==> config.mk <==
export PLATFORM = sky130hd
export DESIGN_NAME = rct_walk
export DESIGN_NICKNAME = d
export VERILOG_FILES = /design/src/sv/rct_pkg.sv /design/src/sv/rct_walk.sv
export SDC_FILE = /design/constraint.sdc
export NUM_CORES = 1
export LEC_CHECK = 0
export BUFFER_PORTS_ARGS = -buffer_cell sky130_fd_sc_hd__clkbuf_2
export CAP_MARGIN = 5
export CORE_MARGIN = 10
export CORE_UTILIZATION = 30
export DETAILED_ROUTE_END_ITERATION = 7
export GPL_TIMING_DRIVEN = 0
export PLACE_DENSITY = 0.5
export REMOVE_ABC_BUFFERS = 1
export SLEW_MARGIN = 40
export SYNTH_ARGS = -nofsm -noshare
export SYNTH_HDL_FRONTEND = slang
export SYNTH_SLANG_ARGS = --single-unit
==> constraint.sdc <==
create_clock -name clk -period 8.2 [get_ports clk]
set_clock_uncertainty 0.1 [all_clocks]
set_input_delay 0.82 -clock clk [delete_from_list [all_inputs] [get_ports clk]]
set_output_delay 0.82 -clock clk [all_outputs]
set_load 0.01 [all_outputs]
==> src/sv/rct_pkg.sv <==
package rct_pkg;

  localparam int Levels       = 3;
  localparam int BitsPerLevel = 4;
  localparam int PoolTables   = 64;

  localparam int SlotsPerTable = 1 << BitsPerLevel;
  localparam int SlotCount     = PoolTables * SlotsPerTable;
  localparam int TableW        = $clog2(PoolTables);
  localparam int CountW        = $clog2(PoolTables + 1);
  localparam int AddrW         = TableW + BitsPerLevel;
  localparam int LevelW        = (Levels > 1) ? $clog2(Levels) : 1;

  localparam int CmdW  = 2;
  localparam int SelW  = 12;
  localparam int CapW  = 64;
  localparam int StatW = 2;
  localparam int PermW = 5;

  localparam logic [CmdW-1:0] CMD_LOOKUP = 2'd0;
  localparam logic [CmdW-1:0] CMD_UPDATE = 2'd1;
  localparam logic [CmdW-1:0] CMD_INSERT = 2'd2;

  localparam logic [StatW-1:0] ST_OK       = 2'd0;
  localparam logic [StatW-1:0] ST_NOMEM    = 2'd1;
  localparam logic [StatW-1:0] ST_OCCUPIED = 2'd2;

  typedef struct packed {
    logic [CmdW-1:0] command;
    logic [SelW-1:0] selector;
    logic [CapW-1:0] cap_value;
  } rct_req_t;

  typedef struct packed {
    logic [StatW-1:0] status;
    logic [CapW-1:0]  cap_out;
  } rct_rsp_t;

  typedef struct packed {
    logic             we;
    logic [AddrW-1:0] addr;
    logic [CapW-1:0]  wdata;
  } rct_mem_req_t;

  typedef enum logic [2:0] {
    S_IDLE,
    S_ROOT,
    S_READ,
    S_CHECK,
    S_CLEAR,
    S_DONE
  } rct_state_t;

  function automatic logic [BitsPerLevel-1:0] group_of(input logic [SelW-1:0] sel,
                                                       input logic [LevelW-1:0] level);
    logic [SelW-1:0] sh;
    sh = sel >> (BitsPerLevel * int'(level));
    return sh[BitsPerLevel-1:0];
  endfunction

  // interior slot: 0 is empty, else child table number plus one
  function automatic logic is_link(input logic [CapW-1:0] v);
    return (v != '0) && (v <= CapW'(PoolTables));
  endfunction

endpackage

==> src/sv/rct_walk.sv <==
module rct_walk (
  input  logic                     clk,
  input  logic                     rst,
  input  logic                     req_valid,
  output logic                     req_ready,
  input  rct_pkg::rct_req_t        req,
  output logic                     res_valid,
  input  logic                     res_take,
  output rct_pkg::rct_rsp_t        res,
  output rct_pkg::rct_mem_req_t    mreq,
  input  logic [rct_pkg::CapW-1:0] rdata
);
  import rct_pkg::*;

  rct_state_t state, state_next;
  logic [CmdW-1:0] cmd, cmd_next;
  logic [SelW-1:0] sel, sel_next;
  logic [CapW-1:0] cap, cap_next;
  logic alloc, alloc_next;
  logic root_valid, root_valid_next;
  logic [TableW-1:0] root_table, root_table_next;
  logic [CountW-1:0] used, used_next;
  logic [TableW-1:0] cur, cur_next;
  logic [LevelW-1:0] level, level_next;
  logic [BitsPerLevel-1:0] clr_idx, clr_idx_next;
  logic [StatW-1:0] st, st_next;
  logic [CapW-1:0] res_cap, res_cap_next;

  logic pool_full;
  logic [TableW-1:0] new_table;

  assign pool_full = (used == CountW'(PoolTables));
  assign new_table = used[TableW-1:0];

  always_ff @(posedge clk) begin
    if (rst) begin
      state      <= S_IDLE;
      root_valid <= 1'b0;
      used       <= '0;
    end else begin
      state      <= state_next;
      root_valid <= root_valid_next;
      used       <= used_next;
    end
    cmd        <= cmd_next;
    sel        <= sel_next;
    cap        <= cap_next;
    alloc      <= alloc_next;
    root_table <= root_table_next;
    cur        <= cur_next;
    level      <= level_next;
    clr_idx    <= clr_idx_next;
    st         <= st_next;
    res_cap    <= res_cap_next;
  end

  always_comb begin
    state_next      = state;
    cmd_next        = cmd;
    sel_next        = sel;
    cap_next        = cap;
    alloc_next      = alloc;
    root_valid_next = root_valid;
    root_table_next = root_table;
    used_next       = used;
    cur_next        = cur;
    level_next      = level;
    clr_idx_next    = clr_idx;
    st_next         = st;
    res_cap_next    = res_cap;
    req_ready       = 1'b0;
    res_valid       = 1'b0;
    mreq.we         = 1'b0;
    mreq.addr       = {cur, group_of(sel, level)};
    mreq.wdata      = cap;

    unique case (state)
      S_IDLE: begin
        req_ready = 1'b1;
        if (req_valid) begin
          cmd_next     = req.command;
          sel_next     = req.selector;
          cap_next     = req.cap_value;
          alloc_next   = ((req.command == CMD_UPDATE) && (|req.cap_value[PermW-1:0])) ||
                         (req.command == CMD_INSERT);
          st_next      = ST_OK;
          res_cap_next = '0;
          if (req.command == CMD_LOOKUP || req.command == CMD_UPDATE ||
              req.command == CMD_INSERT) begin
            state_next = S_ROOT;
          end else begin
            state_next = S_DONE;
          end
        end
      end
      S_ROOT: begin
        level_next = LevelW'(Levels - 1);
        if (root_valid) begin
          cur_next   = root_table;
          state_next = S_READ;
        end else if (!alloc) begin
          state_next = S_DONE;
        end else if (pool_full) begin
          st_next    = ST_NOMEM;
          state_next = S_DONE;
        end else begin
          root_valid_next = 1'b1;
          root_table_next = new_table;
          cur_next        = new_table;
          used_next       = used + 1'b1;
          clr_idx_next    = '0;
          state_next      = S_CLEAR;
        end
      end
      S_READ: begin
        state_next = S_CHECK;
      end
      S_CHECK: begin
        if (level != '0) begin
          if (is_link(rdata)) begin
            cur_next   = rdata[TableW-1:0] - 1'b1;
            level_next = level - 1'b1;
            state_next = S_READ;
          end else if (!alloc) begin
            state_next = S_DONE;
          end else if (pool_full) begin
            st_next    = ST_NOMEM;
            state_next = S_DONE;
          end else begin
            mreq.we      = 1'b1;
            mreq.wdata   = CapW'(used) + CapW'(1);
            cur_next     = new_table;
            used_next    = used + 1'b1;
            level_next   = level - 1'b1;
            clr_idx_next = '0;
            state_next   = S_CLEAR;
          end
        end else begin
          case (cmd)
            CMD_LOOKUP: res_cap_next = rdata;
            CMD_UPDATE: begin
              res_cap_next = rdata;
              mreq.we      = 1'b1;
            end
            CMD_INSERT: begin
              if (rdata != '0) begin
                st_next = ST_OCCUPIED;
              end else begin
                mreq.we = 1'b1;
              end
            end
            default: ;
          endcase
          state_next = S_DONE;
        end
      end
      S_CLEAR: begin
        mreq.we      = 1'b1;
        mreq.addr    = {cur, clr_idx};
        mreq.wdata   = '0;
        clr_idx_next = clr_idx + 1'b1;
        if (clr_idx == '1) begin
          state_next = S_READ;
        end
      end
      S_DONE: begin
        res_valid = 1'b1;
        if (res_take) begin
          state_next = S_IDLE;
        end
      end
      default: state_next = S_IDLE;
    endcase
  end

  assign res.status  = st;
  assign res.cap_out = res_cap;

endmodule

==> results.md <==
* Fin crit period at 4.50 ns
* # resized after CTS at 0
* Post-synth ARST share at 0%
* CTS hold repair buffers at 0
* Max Slew Vio Count at 0
* Final hold viol count at 0
* TritonCTS clock tree: done
* Final HPWL DP at 17600 um
* Vias per Instance at 4.53
* Root buffer cell: clkbuf_16
* GR Util All Layers at 13.7%
* Overflow left after global routing at 0
* Clock net sink count at 174
* Worst-path fanout max at 23
* Top_reg_cell synth: edfxtp_1
* Crit path DAT at 3.58 ns
* First-pass GRT wire length at ~33000 um
* Largest net degree at the start of global routing at 65
* Fraction of layout cells with a size suffix above 1 at 40.2%
* CP max stage delay at 0.57 ns
* Cells along the critical path: clkbuf_2 > nor4_1 > nand4_1 > nor4_2 > nand3_2 > a21boi_4 > buf_8 > buf_8 > and2_1 > clkbuf_2
* Buf/Inv on CP at 4
* Leak Pwr at 4.45 nW
* Die area at around 0.032 mm2
* H-Tree Depth at 4
* R2R Path End: res_cap[38]
* Die X at about 180 um
* Syn Area/Cell at ~13 um2
* VDD IR-drop max at 0.000128 V
* Router iterations before antenna repair at 4
* Number of synthesized register bits at 174
* WL/cell at 19.1 um
* Sequential fraction of design power at between 40% and 50%
* Fmax at between 200 and 250 MHz
* Final Core Density at 41.1%
* Die H at 178 um
* Critical path's top delay family: simple AND/OR/NAND/NOR gates
* Clk Latency, worst-skew pair at 0.42 ns
* WHS Endpoint: root_table[1]
* Initial core utilization at 30.7%
* Nets at about 1000
* Min-Delay Path Depth at 0
* I/O pins at roughly 290
* Crit share post-route at a little over half
* Starting DRC count in detailed routing at between 400 and 500
* Sw Share at 34.9%
* Post-synth EDFFs at 163
* Slowest CP cell: nor4_2
* Row Count at 57
* Power per cell area at between 300 and 400 mW/mm2
* CP startpoint kind: primary input
* Crit path kind: in2out
* Synth Instances at ~570
* Vias in the first global route at approximately 5500
* RSZ-0062 raised after global routing: no
* Reg clk slew, reported paths at around 0.070 ns
* Final Non-Filler Cells at 1188
* Antenna Nets Post-Route at 0
* Clock power frac at roughly 24%
* R2R setup slack at approximately 5.2 ns
* Post-synthesis sequential area ratio at 68.1%
* Num CTS Buffers at 17
* Post-Syn Area at 0.00751 mm2
* Reg2Reg Depth at 8
* ANT cells at 0
* Design Power at 3.25 mW
* Hold path start: used[1]
* Core ar. at 0.0245 mm2
* Postcts setup bufs at 0
* Routed Wire Length at 22600 um
* Internal at 2.12 mW
* Worst slew margin at 48.2%
* Antenna violations before repair at 0
* Worst path required time at approximately 7.3 ns
* Slew @ Worst Pin at 0.774 ns
* Worst setup EP type: output pin
* Number of port buffers at 288
* Area grow syn2layout at 33.8%
* Number of cells in the design after placement at 1155
* FILL cells at between 2000 and 2500
* Maxcap violations at 0
* GPL Wtd Cong at 0.743
* Combinational Power Share at 33.3%
* Netlist cell types at 48
* Worst hold path type: reg2reg
* Routed vias at 5387
* Reg2reg start: state[0]
* Final setup vio count at 0
* Psw at 1.13 mW
* Remaining DRCs at 0
* Ys Warns at 0
* Status: finished clean
* CTS Buffer Depth at 2
## metal layers
metal	routed length, um	share of wire [%]	GRT usage, %	up-vias
li1	-	-	-	2653
met1	8900	39	15.4	2557
met2	11800	52	24.5	164
met3	1790	7.9	4.61	13
met4	196	0.87	3.24	0
met5	0	0	0	-
## layout make-up
type / instances / area (um2) / area share, %
multi-input combinational: 345 / 2220 / 22.1
clock inverter: 14 / 146 / 1.46
timing repair buffer: 300 / 1680 / 16.7
clock buffer: 18 / 429 / 4.27
inverter: 13 / 48.8 / 0.486
sequential: 174 / 5120 / 51.0
tap: 324 / 405 / 4.04
## worst max-delay path by stage
stage / from / end / slack [ns] / cells after the start
4_1_cts: rdata[27] / mreq[34] / 3.59 / 10
6_report: rdata[27] / mreq[34] / 3.70 / 10
5_1_grt: rdata[27] / mreq[34] / 3.35 / 10
2_1_floorplan: state[0] / res_cap[0] / 2.10 / 4
3_5_place_dp: rdata[27] / mreq[34] / 3.59 / 10
3_3_place_gp: state[0] / res_cap[25] / -1.35 / 4
## metrics by stage
stage               TNS [ns]  worst slack (ns)  hold slack, ns  cell area (um2)
CTS                        0              3.59           0.409            10000
detailed placement         0              3.59           0.391             9460
global placement      -86.02             -1.35           0.382             9190
global route               0              3.35           0.430            10000
floorplan                  0              2.10           0.348             7340
finish                     0              3.70           0.403            10000
## cells in the final DEF (no fill, tap or decap), types with 2 or more instances in the layout
| cell type | count |
|---|---|
| clkbuf_2 | 288 |
| edfxtp_1 | 163 |
| and3_1 | 69 |
| and2_1 | 60 |
| nor2_1 | 35 |
| nand2_1 | 33 |
| nand3_1 | 17 |
| clkbuf_16 | 17 |
| nor4_1 | 15 |
| mux2i_1 | 14 |
| inv_1 | 13 |
| a21oi_1 | 11 |
| dfxtp_1 | 10 |
| xnor2_1 | 9 |
| ha_1 | 9 |
| o21ai_0 | 8 |
| nor2b_1 | 7 |
| nor3_1 | 6 |
| mux2_2 | 6 |
| o211ai_1 | 5 |
| clkinv_4 | 5 |
| inv_8 | 5 |
| xor2_1 | 4 |
| a31oi_1 | 4 |
| buf_8 | 4 |
| buf_16 | 4 |
| nand4_1 | 3 |
| nand2b_1 | 3 |
| a22o_1 | 3 |
| buf_12 | 3 |
| nand3b_1 | 2 |
| clkinv_8 | 2 |
## cells in the mapped netlist (2+ instances only)
master	count	area, um2
a21oi_1	11	55.1
a22o_1	3	26.3
a31oi_1	4	25.0
and2_1	61	382
and3_1	69	432
buf_2	3	15.0
buf_6	4	45.0
clkbuf_1	26	97.6
clkbuf_2	2	10.0
dfxtp_1	11	220
edfxtp_1	163	4890
ha_1	9	113
inv_1	13	48.8
mux2_2	6	67.6
mux2i_1	14	140
nand2_1	33	124
nand2b_1	3	18.8
nand3_1	17	85.1
nand3b_1	2	15.0
nand4_1	3	18.8
nor2_1	35	131
nor2b_1	8	50.1
nor3_1	6	30.0
nor4_1	15	93.8
o211ai_1	5	37.5
o21ai_0	8	40.0
xnor2_1	9	78.8
xor2_1	4	35.0
## power by group through the flow
stage,sequential [mW],combinational [mW],clock [mW]
CTS,1.38,1.11,0.818
finish,1.37,1.08,0.793
global placement,1.44,0.979,0
detailed placement,1.40,1.11,0
floorplan,1.46,0.451,0
global route,1.40,1.19,0.853
## flip-flops by register name, indices dropped and copies added (netlist names)
register	flops
cap	64
res_cap	64
sel	12
used	7
cur	6
root_table	6
clr_idx	4
state	3
cmd	2
level	2
st	2
alloc	1
root_valid	1
## cell families after synthesis
kind of cell / share of synthesized area (%)
AO/OA/AOI/OAI: 4.03
XOR/XNOR: 1.52
adder cells (fa/ha/maj): 1.50
buffers and inverters: 2.88
flip-flops: 68.1
multiplexers: 2.77
AND/OR/NAND/NOR: 19.2
(Power assumes the default switching activity.)
